<file path="src/hw/rtl/mfe_pkg.sv">
// mfe_pkg: shared types and constants for the metaball field evaluator.
// No dependencies; imported by every module of the block.
`timescale 1ns / 1ps
`default_nettype none
package mfe_pkg;

    localparam int unsigned SUM_W   = 50;  // squared distance, Q34.16
    localparam int unsigned NUM_W   = 48;  // divider dividend / quotient
    localparam int unsigned STEP_W  = 6;
    localparam int unsigned PROD_W  = 82;  // 2*f * |D|
    localparam int unsigned TERM_W  = 41;  // clamped gradient term
    localparam int unsigned FACC_W  = 60;
    localparam int unsigned GACC_W  = 54;
    localparam int unsigned FDIV_STEPS = 48;
    localparam int unsigned GDIV_STEPS = 41;

    localparam logic [0:0] REG_RADIUS_SQ = 1'b0;
    localparam logic [0:0] REG_SPH_COUNT = 1'b1;
    localparam logic       REQ_WRITE     = 1'b0;
    localparam logic       REQ_QUERY     = 1'b1;

    typedef enum logic [3:0] {
        OP_NONE,
        OP_READ,
        OP_DIST,
        OP_FDIV,
        OP_ZERO,
        OP_FACC,
        OP_MLO,
        OP_MHI,
        OP_GDIV,
        OP_GACC,
        OP_DONE
    } t_dp_op;

    typedef struct packed {
        t_dp_op     op;
        logic [1:0] axis;
    } t_dp_cmd;

    typedef struct packed {
        logic div_done;
        logic s_zero;
        logic gclamp;
    } t_dp_status;

endpackage
`default_nettype wire

</file>
<file path="src/hw/rtl/mfe_ctrl.sv">
// mfe_ctrl: sequencer stepping a query through every active sphere entry.
// Depends on mfe_pkg.
`timescale 1ns / 1ps
`default_nettype none
module mfe_ctrl
    import mfe_pkg::*;
#(
    parameter int unsigned MAX_SPHERES = 256,
    parameter int unsigned AW = 8,
    parameter int unsigned CW = 9
) (
    input  wire logic          i_clk,
    input  wire logic          i_rst_n,
    input  wire logic          i_accept,
    input  wire logic          i_req_type,
    input  wire logic [8:0]    i_sphere_count,
    input  wire t_dp_status    i_status,
    output t_dp_cmd            o_cmd,
    output logic [AW-1:0]      o_addr,
    output logic               o_busy
);

    typedef enum logic [3:0] {
        S_IDLE, S_READ, S_DIST, S_FDIV, S_FWAIT, S_FACC,
        S_MLO, S_MHI, S_GDIV, S_GWAIT, S_GACC, S_NEXT, S_DONE
    } t_state;

    t_state        r_state;
    logic [1:0]    r_axis;
    logic [CW-1:0] r_idx;
    logic [CW-1:0] w_active;
    logic [31:0]   w_cnt;

    assign w_cnt    = 32'(i_sphere_count);
    assign w_active = CW'((w_cnt > MAX_SPHERES) ? MAX_SPHERES : w_cnt);

    always_ff @(posedge i_clk) begin
        if (!i_rst_n) begin
            r_state <= S_IDLE;
            r_axis  <= 2'd0;
            r_idx   <= '0;
        end else begin
            case (r_state)
                S_IDLE: begin
                    r_idx  <= '0;
                    r_axis <= 2'd0;
                    if (i_accept && (i_req_type == REQ_QUERY)) begin
                        r_state <= (w_active == '0) ? S_DONE : S_READ;
                    end
                end
                S_READ: r_state <= S_DIST;
                S_DIST: begin
                    r_axis <= (r_axis == 2'd2) ? 2'd0 : r_axis + 2'd1;
                    if (r_axis == 2'd2) r_state <= S_FDIV;
                end
                S_FDIV:  r_state <= i_status.s_zero ? S_NEXT : S_FWAIT;
                S_FWAIT: if (i_status.div_done) r_state <= S_FACC;
                S_FACC:  r_state <= S_MLO;
                S_MLO:   r_state <= S_MHI;
                S_MHI:   r_state <= S_GDIV;
                S_GDIV:  r_state <= S_GWAIT;
                S_GWAIT: if (i_status.gclamp || i_status.div_done) r_state <= S_GACC;
                S_GACC: begin
                    r_axis  <= (r_axis == 2'd2) ? 2'd0 : r_axis + 2'd1;
                    r_state <= (r_axis == 2'd2) ? S_NEXT : S_MLO;
                end
                S_NEXT: begin
                    r_idx   <= r_idx + CW'(1);
                    r_state <= (r_idx + CW'(1) == w_active) ? S_DONE : S_READ;
                end
                S_DONE:  r_state <= S_IDLE;
                default: r_state <= S_IDLE;
            endcase
        end
    end

    always_comb begin
        o_cmd.axis = r_axis;
        case (r_state)
            S_READ:  o_cmd.op = OP_READ;
            S_DIST:  o_cmd.op = OP_DIST;
            S_FDIV:  o_cmd.op = i_status.s_zero ? OP_ZERO : OP_FDIV;
            S_FACC:  o_cmd.op = OP_FACC;
            S_MLO:   o_cmd.op = OP_MLO;
            S_MHI:   o_cmd.op = OP_MHI;
            S_GDIV:  o_cmd.op = OP_GDIV;
            S_GACC:  o_cmd.op = OP_GACC;
            S_DONE:  o_cmd.op = OP_DONE;
            default: o_cmd.op = OP_NONE;
        endcase
    end

    assign o_addr = r_idx[AW-1:0];
    assign o_busy = (r_state != S_IDLE);

endmodule
`default_nettype wire

</file>
<file path="config.mk">
export PLATFORM = sky130hd
export DESIGN_NAME = mfe_ctrl
export DESIGN_NICKNAME = d
export VERILOG_FILES = /design/src/hw/rtl/mfe_pkg.sv /design/src/hw/rtl/mfe_ctrl.sv
export SDC_FILE = /design/constraint.sdc
export NUM_CORES = 1
export LEC_CHECK = 0
export ABC_AREA = 1
export BUFFER_PORTS_ARGS = -buffer_cell sky130_fd_sc_hd__buf_2
export CORE_MARGIN = 8
export CORE_UTILIZATION = 30
export DETAILED_ROUTE_END_ITERATION = 16
export GPL_TIMING_DRIVEN = 0
export SYNTH_ARGS = -nofsm -noshare
export SYNTH_HDL_FRONTEND = slang
export SYNTH_SLANG_ARGS = --single-unit
</file>
<file path="constraint.sdc">
create_clock -name i_clk -period 2 [get_ports i_clk]
set_input_delay 0.6 -clock i_clk [delete_from_list [all_inputs] [get_ports i_clk]]
set_output_delay 0.6 -clock i_clk [all_outputs]
set_load 0.01 [all_outputs]
</file>
==> results by stage, run 1 <==
Timing:
- The total count of hold-check failures in the final report is 0.
- The final-report max-slew violation count was 0.
- The part of the cycle the worst path needs is 0.937.
- For the pin with the worst max-slew slack, the measured transition is 0.679 ns.
- The worst path needs ~1.9 ns of the cycle, external delays included.
- The post-route worst hold slack is 0.486 ns.
- The final worst clock skew is around 0.0046 ns.
- Setup violations remaining at the end of the flow were counted as 0.
- Summed over all failing endpoints, the final setup total negative slack is 0 ns.
- The maximum operating frequency is roughly 0.53 GHz.
- The max-slew headroom at the worst pin is 0.546.

Pwr:
- The share of total power dissipated in combinational logic is 0.425.
- The total power after layout is approximately 1.1 mW.
- Of the total power, the share spent switching nets is 0.423.
- The share of total power dissipated in sequential elements is 0.332.
- The share of power burned in the clock network is 0.243.
- VDD sags by at most 0.230 mV.
- The leakage dissipation is 0.883 nW.
- The internal portion of the total power is a little over 0.6 mW.
- The net switching power is 0.451 mW.
- The power density over the cells is about 600 nW/um2.

Clock network:
- The CTS tree is yes.
- Buffers inserted to repair hold after CTS numbered 0.
- In this run the number of H-tree levels came out at 1.
- The clock transition time at the flip-flop clock pins of the worst setup and hold paths is around 0.070 ns.
- The largest buffer count on any clock path is 2.
- The TritonCTS buffer count is 3.
- The root cell of the clock tree is sky130_fd_sc_hd__clkbuf_8.
- The later-pin clock latency in the skew report is roughly 0.25 ns.
- The number of clock sinks is 15.

Critical path:
- The cell class contributing the biggest share of worst-path delay is flip-flops.
- The largest single stage delay on the critical path is between 0.3 and 0.4 ns.
- Counting both buffers and inverters, the worst setup path holds a total of 4.
- In this run the critical register-to-register path is captured at r_state[3]$_SDFFE_PN0P_.
- The cell count of the worst reg-to-reg path is 14.
- The slowest stage of the critical path belongs to the cell sky130_fd_sc_hd__dfxtp_4.
- The biggest fanout along the worst timing path is 5.
- The capturing element type of the critical path is an output port.
- The launching element type of the critical path is a flip-flop.
- Setup slack on the worst reg-to-reg path comes out at approximately 0.21 ns.
- Data on the critical path is required at its endpoint by 1.40 ns.
- Walking the worst path, the cells encountered are inv_1 -> nor2_2 -> inv_2 -> nor2_2 -> inv_1 -> nand3_1 -> buf_2.
- The worst setup path is of the flip-flop to output port kind.
- The arrival time at the worst endpoint is ~1.3 ns.
- The worst register-to-register path begins at r_idx[0]$_SDFFE_PN0P_.

Synthesis:
- The count of flip-flops with a built-in enable after synthesis is 0.
- The total standard cell area after synthesis is ~1400 um2.
- The fraction of registers with async set/reset is 0.
- The number of standard cells after synthesis is ~250.
- The net count after synthesis is between 200 and 300.
- The fraction of synthesized cell area taken by the top area cell type is 0.225.
- The Yosys step of the flow raised 0 warnings.
- The commonest cells after synthesis are sky130_fd_sc_hd__nand2_1, sky130_fd_sc_hd__nor2_1, sky130_fd_sc_hd__inv_1.
- A synthesized cell averages roughly 5.7 um2.
- sky130_fd_sc_hd__nand2_1 takes more of the synthesized area than any other cell.
- The count of unique library cells instantiated by Yosys is 30.
- The sequential element share of the synthesized area is 0.217.
- For this run, the leading register cell type out of synthesis is sky130_fd_sc_hd__dfxtp_1.
- Yosys attributes the largest share of cell area to sky130_fd_sc_hd__nand2_1, sky130_fd_sc_hd__dfxtp_1, sky130_fd_sc_hd__nor2_1.
- The total of flip-flops plus latches after synthesis is 15.
- Among all cell types in the netlist, the one instantiated most often is sky130_fd_sc_hd__nand2_1.

Job:
- The number of max-capacitance violations reported is 0.

Floorplan:
- Pin placement for this block handled 31 I/O pins.
- For this configuration, the core starts out at a cell density of 0.314.
- The floorplan step defined a core boundary enclosing 4410 um2.
- From bottom edge to top edge, the die measures 83.9 um.
- The die covers just over 7000 um2.
- The die extent in x is around 84 um.
- After floorplanning, the core was divided into 24 placement rows.

Placement:
- Routability-driven placement finished with a final weighted congestion of 0.816.
- The post-detailed-placement cell area is 1600 um2.
- In this run, placement finished with an instance count of approximately 330.
- Input and output buffers added on the ports amount to 30.
- Summed over all nets, the half-perimeter wirelength after detailed placement is slightly above 3 mm.

Route:
- The DRC violation count after routing is 0.
- After detailed routing, the average wire length per cell comes to 11.8 um.
- After detailed routing, the number of vias per cell comes to about 4.6.
- In this run, the number of DRC markers left after iteration 0 of detailed routing was 99.
- The post-detailed-route count of antenna-violating nets is 0.
- The total iterations of the first detailed-routing run is 4.
- The via total after detailed routing is around 1.5k.
- The routed wire length is between 3 and 4 mm.

Worst hold path:
- The launch instance of the worst min-delay path is r_idx[8]$_SDFFE_PN0P_.
- The depth of the worst hold-timing path is 2.
- The class of the most critical hold timing path is flip-flop to flip-flop.
- For hold timing, the worst endpoint is r_idx[8]$_SDFFE_PN0P_.

Run status:
- The run finished with clean final reports.

Global route:
- Across every metal layer, demand over resource in global routing totals 0.106.
- The global-route congestion overflow total is 0.
- The number of global-route vias before repair is between 1k and 1.5k.
- The maximum number of pins on one net before global-route repair is 11.
- The initial antenna violation count is 0.
- The global-route wire length before repair is between 6 and 7 mm.

Final layout:
- The total non-filler cell area in the finished layout is ~1800 um2.
- Relative to the synthesized area, the layout overhead comes to 28.1%.
- The number of nets in the finished design is approximately 300.
- The number of antenna diodes is 0.
- The fraction of layout instances using a drive strength above 1 is 0.335.
- The finished layout holds approximately 340 standard cells, fillers aside.
## layout by cell type (no fill, tap or decap), drive strengths merged, types with 3 or more instances in the layout
| cell type | n |
|---|---|
| a21oi | 17 |
| dfxtp | 15 |
| inv | 33 |
| clkbuf | 4 |
| nand2 | 87 |
| nand3 | 20 |
| buf | 45 |
| o21ai | 8 |
| nor3 | 3 |
| nand4 | 4 |
| nor2 | 36 |
| nand3b | 4 |
## state kept, by name, summed over array words and instances, names as in the netlist
signal and cells:
r_idx 9, r_state 4, r_axis 2
## stage by stage
step	util	setup WS (ns)
after detailed placement	0.363	-0.106
after global placement	0.363	-0.0856
after CTS	0.373	0.00954
after floorplan	-	0.223
final	0.402	0.127
after global routing	0.402	-0.0243
## kinds of logic after synthesis
kind of cell,synth area share
AO/OA/AOI/OAI,0.109
buffers and inverters,0.150
AND/OR/NAND/NOR,0.509
flip-flops,0.217
adder cells (fa/ha/maj),0.00903
XOR/XNOR,0.00632
## how the worst max path moves through the flow
| stage | startpoint | end | slack (ns) | depth (start not counted) |
|---|---|---|---|---|
| floorplan | i_sphere_count[2] | r_state[2]$_SDFFE_PN0P_ | 0.22 | 12 |
| global route | i_sphere_count[2] | r_state[3]$_SDFFE_PN0P_ | -0.02 | 15 |
| detailed placement | i_sphere_count[6] | r_state[2]$_SDFFE_PN0P_ | -0.11 | 15 |
| finish | r_state[3]$_SDFFE_PN0P_ | o_cmd[2] | 0.13 | 7 |
| global placement | i_sphere_count[6] | r_state[3]$_SDFFE_PN0P_ | -0.09 | 15 |
| CTS | r_state[1]$_SDFFE_PN0P_ | o_cmd[2] | 0.01 | 7 |
## power by group through the flow
stage / combinational, mW / sequential [mW] / clock [mW]
2_1_floorplan: 0.296 / 0.350 / 0
3_3_place_gp: 0.430 / 0.351 / 0
3_5_place_dp: 0.425 / 0.351 / 0
4_1_cts: 0.427 / 0.344 / 0.266
5_1_grt: 0.531 / 0.356 / 0.275
6_report: 0.453 / 0.354 / 0.258
## layer usage
layer  wire [um]  up-vias  global-route usage
met1        1970      680               0.133
met2        1810       16               0.173
met5           0        -                   0
met3         140        2              0.0205
li1            -      839                   -
met4          44        0              0.0377
## cell type report
cell class | count | area [um2]
Buffer | 11 | 80.1
Clock buffer | 3 | 41.3
Clock inverter | 1 | 5.00
Fill cell | 486 | 2640
Inverter | 34 | 128
Multi-Input combinational cell | 185 | 957
Sequential cell | 15 | 313
Tap cell | 52 | 65.1
Timing Repair Buffer | 35 | 185
## repair_timing
action	CTS	global route
gates cloned	0	1
pin swaps	0	8
buffers inserted	0	4
gates resized for setup	1	30
endpoints found under the setup margin	1	7
## tightest hold or removal path, stage by stage, from the launching register on
cell                      delay, ns
sky130_fd_sc_hd__dfxtp_1       0.32
sky130_fd_sc_hd__nand2_1       0.06
sky130_fd_sc_hd__a21oi_1       0.06
Power figures use the tool's default switching activity.
==> inputs of run 2 (changes only) <==
- ABC_AREA: 1 -> unset
==> run 2 against run 1 <==
Count of clock-buffer cells in the layout unchanged. Routed wire length rose by 4.9%. Synthesized cell count shrank 14%. Sequential cell count unchanged. Area after synthesis rose by 4.8%. Die area increased by 3.9%. Power shrank 12%. Final area rose by 8.0%. First-iteration DRC count is 6.1% lower. Sequential power down 4%. Critical endpoint is now r_state[0]$_SDFFE_PN0P_. Highest routed layer unchanged.
==> results by stage, run 2 <==
Synthesis:
- The fraction of synthesized cell area taken by the top area cell type was 0.207 (-0.0180).
- The cell with the most instances after synthesis is sky130_fd_sc_hd__nand2_1.
- The average cell area after synthesis was 6.91 um2 (+22%).
- The fraction of registers with async set/reset is 0 (unchanged).
- After synthesis, the most frequently instantiated cells are sky130_fd_sc_hd__nand2_1, sky130_fd_sc_hd__dfxtp_1, sky130_fd_sc_hd__nor2b_1, sky130_fd_sc_hd__o21ai_0.
- The total of flip-flops plus latches after synthesis is 15 (unchanged).
- The biggest area contributor in the post-synthesis netlist is sky130_fd_sc_hd__dfxtp_1.
- The count of unique library cells instantiated by Yosys came to 47 (+57%).
- The number of standard cells after synthesis is 210 (-14%).
- The predominant post-synthesis flop cell is sky130_fd_sc_hd__dfxtp_1.
- By area the synthesized netlist is led by sky130_fd_sc_hd__dfxtp_1, sky130_fd_sc_hd__nand2_1, sky130_fd_sc_hd__nor2b_1.
- The net count after synthesis is 227 (-13%).
- The sequential element share of the synthesized area was 0.207 (-0.00991).
- The synthesis warning total is 0 (unchanged).
- The total standard cell area after synthesis is 1450 um2 (+4.8%).
- The count of flip-flops with a built-in enable after synthesis is 0 (unchanged).

Clock network:
- The clock transition time at the flip-flop clock pins of the worst setup and hold paths was 0.06 ns (about the same).
- The later-pin clock latency in the skew report is 0.25 ns (about the same).
- The number of H-tree levels is 1 (unchanged).
- The number of clock sinks came to 15 (unchanged).
- The number of hold-repair buffers added at the cts stage came to 0 (unchanged).
- The root cell of the clock tree is sky130_fd_sc_hd__clkbuf_8.
- The CTS tree is yes.
- The largest buffer count on any clock path is 2 (unchanged).
- The TritonCTS buffer count is 3 (unchanged).

Timing:
- The total count of hold-check failures in the final report is 0 (unchanged).
- The final-report max-slew violation count came to 0 (unchanged).
- The total negative slack for setup checks is 0 ns (unchanged).
- The max-slew headroom at the worst pin is 0.689 (+0.143).
- The post-route worst hold slack is 0.577 ns (+0.0912 ns).
- The transition time of the tightest slew-check pin is 0.465 ns (-0.214 ns).
- The final-report setup violation count is 0 (unchanged).
- The maximum operating frequency is 0.503 GHz (-5.7%).
- Setup repair after global routing could not meet its margin everywhere.
- The final worst clock skew was 0.00435 ns (-0.000224 ns).
- The worst-case setup margin in the final layout is 0.0127 ns (-0.114 ns).
- The part of the cycle the worst path needs is 0.994 (+0.0569).
- The final critical path time including I/O delays and setup is 1.99 ns (+0.114 ns).

Final layout:
- The flip-flop count of the largest register after layout came to 9 (unchanged).
- The number of nets in the finished design came to 268 (-11%).
- Leaving out fill and tap cells, the most frequent cell in the layout is sky130_fd_sc_hd__buf_2.
- In the layout the commonest cells are sky130_fd_sc_hd__buf_2, sky130_fd_sc_hd__nand2_1, sky130_fd_sc_hd__buf_4, sky130_fd_sc_hd__o21ai_0.
- The number of antenna diodes is 0 (unchanged).
- The area growth from synthesis to layout is 32.1%.
- The largest registers in the layout are r_idx: 9 flops, r_state: 4 flops, r_axis: 2 flops.
- The register with the most flip-flops in the final layout is r_idx.
- The fraction of layout instances using a drive strength above 1 was 0.324 (-0.0105).

Floorplan:
- The area enclosed by the die boundary is 7320 um2 (+3.9%).
- The initial cell density of the core was 0.309 (-0.00444).
- The number of standard-cell rows in the floorplan is 25 (+4.2%).
- The die extent in x is 85.6 um (+1.9%).
- The core outline area was 4690 um2 (+6.3%).
- The count of boundary I/O pins is 31 (unchanged).
- The height of the die is 85.6 um (+1.9%).

Critical path:
- The data required time of the critical path was 2.14 ns (+0.74 ns).
- The arrival time at the worst endpoint came to 2.13 ns (+0.86 ns).
- The biggest fanout along the worst timing path is 3 (-2).
- The kind of critical path is flip-flop to flip-flop.
- The launching element type of the critical path is a flip-flop.
- The capturing element type of the critical path is a flip-flop.

Pwr:
- The power density over the cells is 489 nW/um2 (-19%).
- The leakage dissipation came to 0.778 nW (-12%).
- The largest vdd supply drop came to 0.210 mV (-8.9%).
- The total power after layout came to 0.937 mW (-12%).

Global route:
- The initial antenna violation count is 0 (unchanged).
- The maximum number of pins on one net before global-route repair is 11 (unchanged).
- The global-route wire length before repair is 7.01 mm (+10%).
- The global-route congestion overflow total is 0 (unchanged).
- The total track usage is 0.114 (+0.00829).
- The number of global-route vias before repair is 1533 (+11%).

Route:
- The number of vias per cell after detailed routing came to 5.37 (+17%).
- The total iterations of the first detailed-routing run was 4 (unchanged).
- The post-detailed-route count of antenna-violating nets is 0 (unchanged).
- The via total after detailed routing is 1631 (+6.1%).
- The routed wirelength normalized by instance count came to 13.7 um (+16%).
- The routed wire length was 4.15 mm (+4.9%).
- The DRC violation count after routing is 0 (unchanged).
- The starting DRC count in detailed routing came to 93 (-6.1%).

Placement:
- The placer's final routability congestion estimate is 0.864 (+5.9%).
- The count of buffers inserted at the top-level ports was 30 (unchanged).
- The total half-perimeter wirelength after legalization and detailed placement is 3.04 mm (-0.58%).
- The minimum setup slack after placement was -0.230 ns (-0.124 ns).

Worst hold path:
- In this run the worst hold path is classified as flip-flop to flip-flop.

Run status:
- The flow ran to the end, and the final reports show no timing, DRC or antenna violations.

Job:
- The number of max-capacitance violations reported is 0 (unchanged).
## run 2: changes by cell type in the layout (fill, tap and decap cells not counted), sizes merged, moves of 4 or more
cell / delta
a21oi: -4
and3: +4
buf: +9
inv: -29
nand2: -63
nand2b: +6
nand3: -9
nor2: -23
nor2b: +14
nor3: +6
o21ai: +8
xnor2: +6
## run 2: metal layers
layer,routed length (um),up-vias,track usage
met5,0,-,0
met4,48,0,0.0303
met1,1820,748,0.133
li1,-,831,-
met2,2030,48,0.202
met3,251,4,0.0287
## run 2: kinds of logic after synthesis
kind of cell,share of synthesized area
AND/OR/NAND/NOR,0.400
adder cells (fa/ha/maj),0.00862
AO/OA/AOI/OAI,0.241
flip-flops,0.207
XOR/XNOR,0.0483
buffers and inverters,0.0957
## run 2: final cells by class
class                      count  area [um2]
clock buffer                   3        41.3
multi-input combinational    169        1090
fill                         491        2780
inverter                       4        15.0
tap                           54        67.6
sequential                    15         327
buffer                        19         156
timing repair buffer          39         218
clock inverter                 1        5.00
## run 2: worst max-delay path: stages (launching register included)
cell,delay [ns]
sky130_fd_sc_hd__dfxtp_4,0.36
sky130_fd_sc_hd__ha_4,0.15
sky130_fd_sc_hd__nand3_4,0.07
sky130_fd_sc_hd__o21a_1,0.21
sky130_fd_sc_hd__or4_4,0.51
sky130_fd_sc_hd__a21oi_2,0.15
sky130_fd_sc_hd__nand4_1,0.19
sky130_fd_sc_hd__a22o_1,0.23
## run 2: report_power, final
group	internal (mW)	switching, mW
Clock	0.138	0.107
Combinational	0.163	0.189
Sequential	0.312	0.0282
## run 2: final timing paths
| path | startpoint | to | slack, ns | cells after the start |
|---|---|---|---|---|
| hold / removal | r_idx[7]$_SDFFE_PN0P_ | r_idx[7]$_SDFFE_PN0P_ | 0.58 | 2 |
| setup / recovery | r_idx[0]$_SDFFE_PN0P_ | r_state[0]$_SDFFE_PN0P_ | 0.01 | 7 |
| setup reg to reg | r_idx[0]$_SDFFE_PN0P_ | r_state[0]$_SDFFE_PN0P_ | 0.01 | 7 |
| hold reg to reg | r_idx[7]$_SDFFE_PN0P_ | r_idx[7]$_SDFFE_PN0P_ | 0.58 | 2 |
## run 2: repair_timing
action,in CTS,in global routing
buffers inserted,6,3
pin swaps,5,11
resized for setup,25,20
setup endpoints to repair,8,6
## run 2: through the flow
stage / cells / cell area [um2] / util
after detailed placement: 294 / 1670 / 0.357
after global routing: 304 / 1920 / 0.409
after CTS: 302 / 1830 / 0.391
after floorplan: 210 / 1460 / -
after global placement: 294 / 1670 / 0.357
final: 304 / 1920 / 0.409
==> inputs of run 3 (changes only) <==
- CORE_UTILIZATION: 30 -> 45
- CTS_BUF_LIST: unset -> sky130_fd_sc_hd__clkbuf_8 sky130_fd_sc_hd__clkbuf_16
- PLACE_DENSITY: unset -> 0.68
- SKIP_CTS_REPAIR_TIMING: unset -> 1
==> run 3 against run 2 <==
The run now ends with setup timing left. Highest routed layer unchanged. Routed wire length is 2.7% lower. Critical path depth is 1 higher. Critical path type unchanged. Global-route usage is 2.9 points higher.
==> results by stage, run 3 (synthesized netlist as in run 2, its figures left out) <==
Timing:
- The final-report max-slew violation count was 0 (unchanged).
- Setup repair after global routing could not meet its margin everywhere.
- The transition time of the tightest slew-check pin is 0.471 ns (+0.00560 ns).
- The final-report setup violation count is 2 (+2).
- The total count of hold-check failures in the final report was 0 (unchanged).
- The part of the cycle the worst path needs is 1.05 (+0.0533).
- The worst-case setup margin in the final layout is -0.0939 ns (-0.107 ns).
- The maximum operating frequency is 0.478 GHz (-5.1%).
- The final worst clock skew is 0.000979 ns (-0.00337 ns).
- The max-slew headroom at the worst pin was 0.685 (-0.00375).
- The final critical path time including I/O delays and setup is 2.09 ns (+0.107 ns).

Pwr:
- The internal power component came to 0.585 mW (-4.5%).
- The leakage dissipation is 0.779 nW (+0.15%).
- The part of the power in combinational logic came to 0.365 (-0.011).
- The net switching power is 0.316 mW (-2.6%).
- The share of power burned in the clock network is 0.261 (about the same).
- The sequential share of power was 0.374 (+0.011).
- The power density over the cells is 482 nW/um2 (-1.3%).
- The largest vdd supply drop is 0.498 mV (+140%).
- The net switching fraction of the power came to 0.350 (+0.00445).
- The total power after layout was 0.901 mW (-3.8%).

Global route:
- The initial antenna violation count came to 0 (unchanged).
- The number of global-route vias before repair is 1362 (-11%).
- The maximum number of pins on one net before global-route repair came to 11 (unchanged).
- The total track usage came to 0.143 (+0.0287).
- The global-route wire length before repair came to 6.35 mm (-9.4%).
- The global-route congestion overflow total is 0 (unchanged).

Final layout:
- Relative to the synthesized area, the layout overhead comes to 28.7%.
- The fill cell instance count of the final layout is 331 (-33%).
- In the final layout, the registers with the most flip-flops are r_idx: 9 flops, r_state: 4 flops, r_axis: 2 flops.
- In the layout the commonest cells are sky130_fd_sc_hd__buf_2, sky130_fd_sc_hd__nand2_1, sky130_fd_sc_hd__buf_4, sky130_fd_sc_hd__nor2b_1, sky130_fd_sc_hd__o21ai_0.
- The number of nets in the finished design came to 269 (+0.37%).
- Leaving out fill and tap cells, the most frequent cell in the layout is sky130_fd_sc_hd__buf_2.
- The register bank with the most flops is r_idx.
- The number of antenna diodes is 0 (unchanged).
- The fraction of layout instances using a drive strength above 1 is 0.307 (-0.0172).
- The utilization of the core after routing is 0.612 (+0.203).
- The flip-flop count of the largest register after layout was 9 (unchanged).

Critical path:
- The worst setup path is of the flip-flop to flip-flop kind.
- The arrival time at the worst endpoint is 2.23 ns (+0.10 ns).
- The biggest fanout along the worst timing path is 5 (+2).
- The launching element type of the critical path is a flip-flop.
- The highest cell delay on the worst timing path is 0.51 ns (about the same).
- The cell at the slowest stage of the critical path is sky130_fd_sc_hd__or4_4.
- Walking the worst path, the cells encountered are ha_4 -> buf_6 -> nand3_4 -> o21a_1 -> or4_4 -> a21oi_2 -> nand4_1 -> a22o_1.
- The data required time of the critical path is 2.14 ns (about the same).
- The capturing element type of the critical path is a flip-flop.

Floorplan:
- The core outline area was 3050 um2 (-35%).
- The height of the die is 72.8 um (-15%).
- The area enclosed by the die boundary is 5300 um2 (-28%).
- The initial cell density of the core is 0.475 (+0.166).
- The die extent in x is 72.8 um (-15%).
- The number of standard-cell rows in the floorplan was 20 (-20%).
- The count of boundary I/O pins is 31 (unchanged).

Placement:
- The count of buffers inserted at the top-level ports is 30 (unchanged).
- The total half-perimeter wirelength after legalization and detailed placement came to 2.82 mm (-7.3%).
- The placer's final routability congestion estimate is 0.924 (+7.0%).

Route:
- The DRC violation count after routing is 0 (unchanged).
- The routed wire length came to 4.04 mm (-2.7%).
- The routed wirelength normalized by instance count is 13.7 um (+0.22%).
- The via total after detailed routing is 1650 (+1.2%).
- The starting DRC count in detailed routing is 181 (+95%).
- The post-detailed-route count of antenna-violating nets came to 0 (unchanged).
- The number of vias per cell after detailed routing was 5.59 (+4.3%).
- The total iterations of the first detailed-routing run is 4 (unchanged).

Run status:
- The final reports fail on setup timing.
- The flow ran to the end, but the final reports show violations.

Clock network:
- The clock transition time at the flip-flop clock pins of the worst setup and hold paths came to 0.06 ns (about the same).
- The number of clock sinks came to 15 (unchanged).
- The later-pin clock latency in the skew report is 0.24 ns (about the same).
- The largest buffer count on any clock path was 2 (unchanged).
- The root cell of the clock tree is sky130_fd_sc_hd__clkbuf_8.
- TritonCTS built the clock tree.
- The TritonCTS buffer count is 3 (unchanged).
- The number of H-tree levels is 1 (unchanged).

Worst hold path:
- In this run the worst hold path is classified as flip-flop to flip-flop.

Job:
- The number of max-capacitance violations reported was 0 (unchanged).
run 3: cell types whose count changed in the layout (fill, tap and decap cells not counted), sizes merged:
cell | previous run | this run
clkbuf | 7 | 8
clkinv | 1 | 0
inv | 4 | 5
run 3: through the flow:
stage	TNS, ns	setup WS, ns	cells	instance area [um2]	hold slack [ns]
finish	-0.119	-0.0939	295	1870	0.564
global route	-0.542	-0.177	295	1870	0.607
CTS	-1.91	-0.409	288	1710	0.550
detailed placement	-0.763	-0.239	284	1660	0.534
global placement	-0.880	-0.254	284	1660	0.536
floorplan	0	0.00313	210	1460	0.493
run 3: area by class of cell:
class | instances | area (um2) | area share
multi-input combinational | 169 | 1070 | 0.571
inverter | 4 | 15.0 | 0.00804
buffer | 20 | 145 | 0.0777
tap | 44 | 55.1 | 0.0295
sequential | 15 | 319 | 0.171
clock buffer | 3 | 41.3 | 0.0221
clock inverter | 1 | 3.75 | 0.00201
timing repair buffer | 39 | 221 | 0.119
run 3: per-layer routing:
| metal | track usage | vias to the layer above | routed length (um) |
|---|---|---|---|
| met5 | 0 | - | 0 |
| met4 | 0.0222 | 0 | 19 |
| met3 | 0.0357 | 4 | 273 |
| met2 | 0.194 | 59 | 1850 |
| met1 | 0.217 | 750 | 1900 |
| li1 | - | 837 | - |
run 3: final timing paths:
| check | from | end | slack, ns | depth (start not counted) |
|---|---|---|---|---|
| setup / recovery | r_idx[0]$_SDFFE_PN0P_ | r_state[0]$_SDFFE_PN0P_ | -0.09 | 8 |
| hold / removal | r_idx[8]$_SDFFE_PN0P_ | r_idx[8]$_SDFFE_PN0P_ | 0.56 | 2 |
| setup reg to reg | r_idx[0]$_SDFFE_PN0P_ | r_state[0]$_SDFFE_PN0P_ | -0.09 | 8 |
| hold reg to reg | r_idx[8]$_SDFFE_PN0P_ | r_idx[8]$_SDFFE_PN0P_ | 0.56 | 2 |
run 3: power by group through the flow:
stage                     combinational [mW]  clock [mW]  sequential [mW]
after detailed placement               0.306           0            0.327
after floorplan                        0.214           0            0.326
final                                  0.329       0.235            0.337
after CTS                              0.307       0.237            0.321
after global placement                 0.308           0            0.327
after global routing                   0.367       0.258            0.339
run 3: critical path: cells and delay by family (launching register included):
family | cells | cell delay [ns]
AOI/OAI and AO/OA | 3 | 0.59
buffers and inverters | 1 | 0.11
adders and majority gates | 1 | 0.13
DFF | 1 | 0.38
and+or+nand+nor | 3 | 0.78
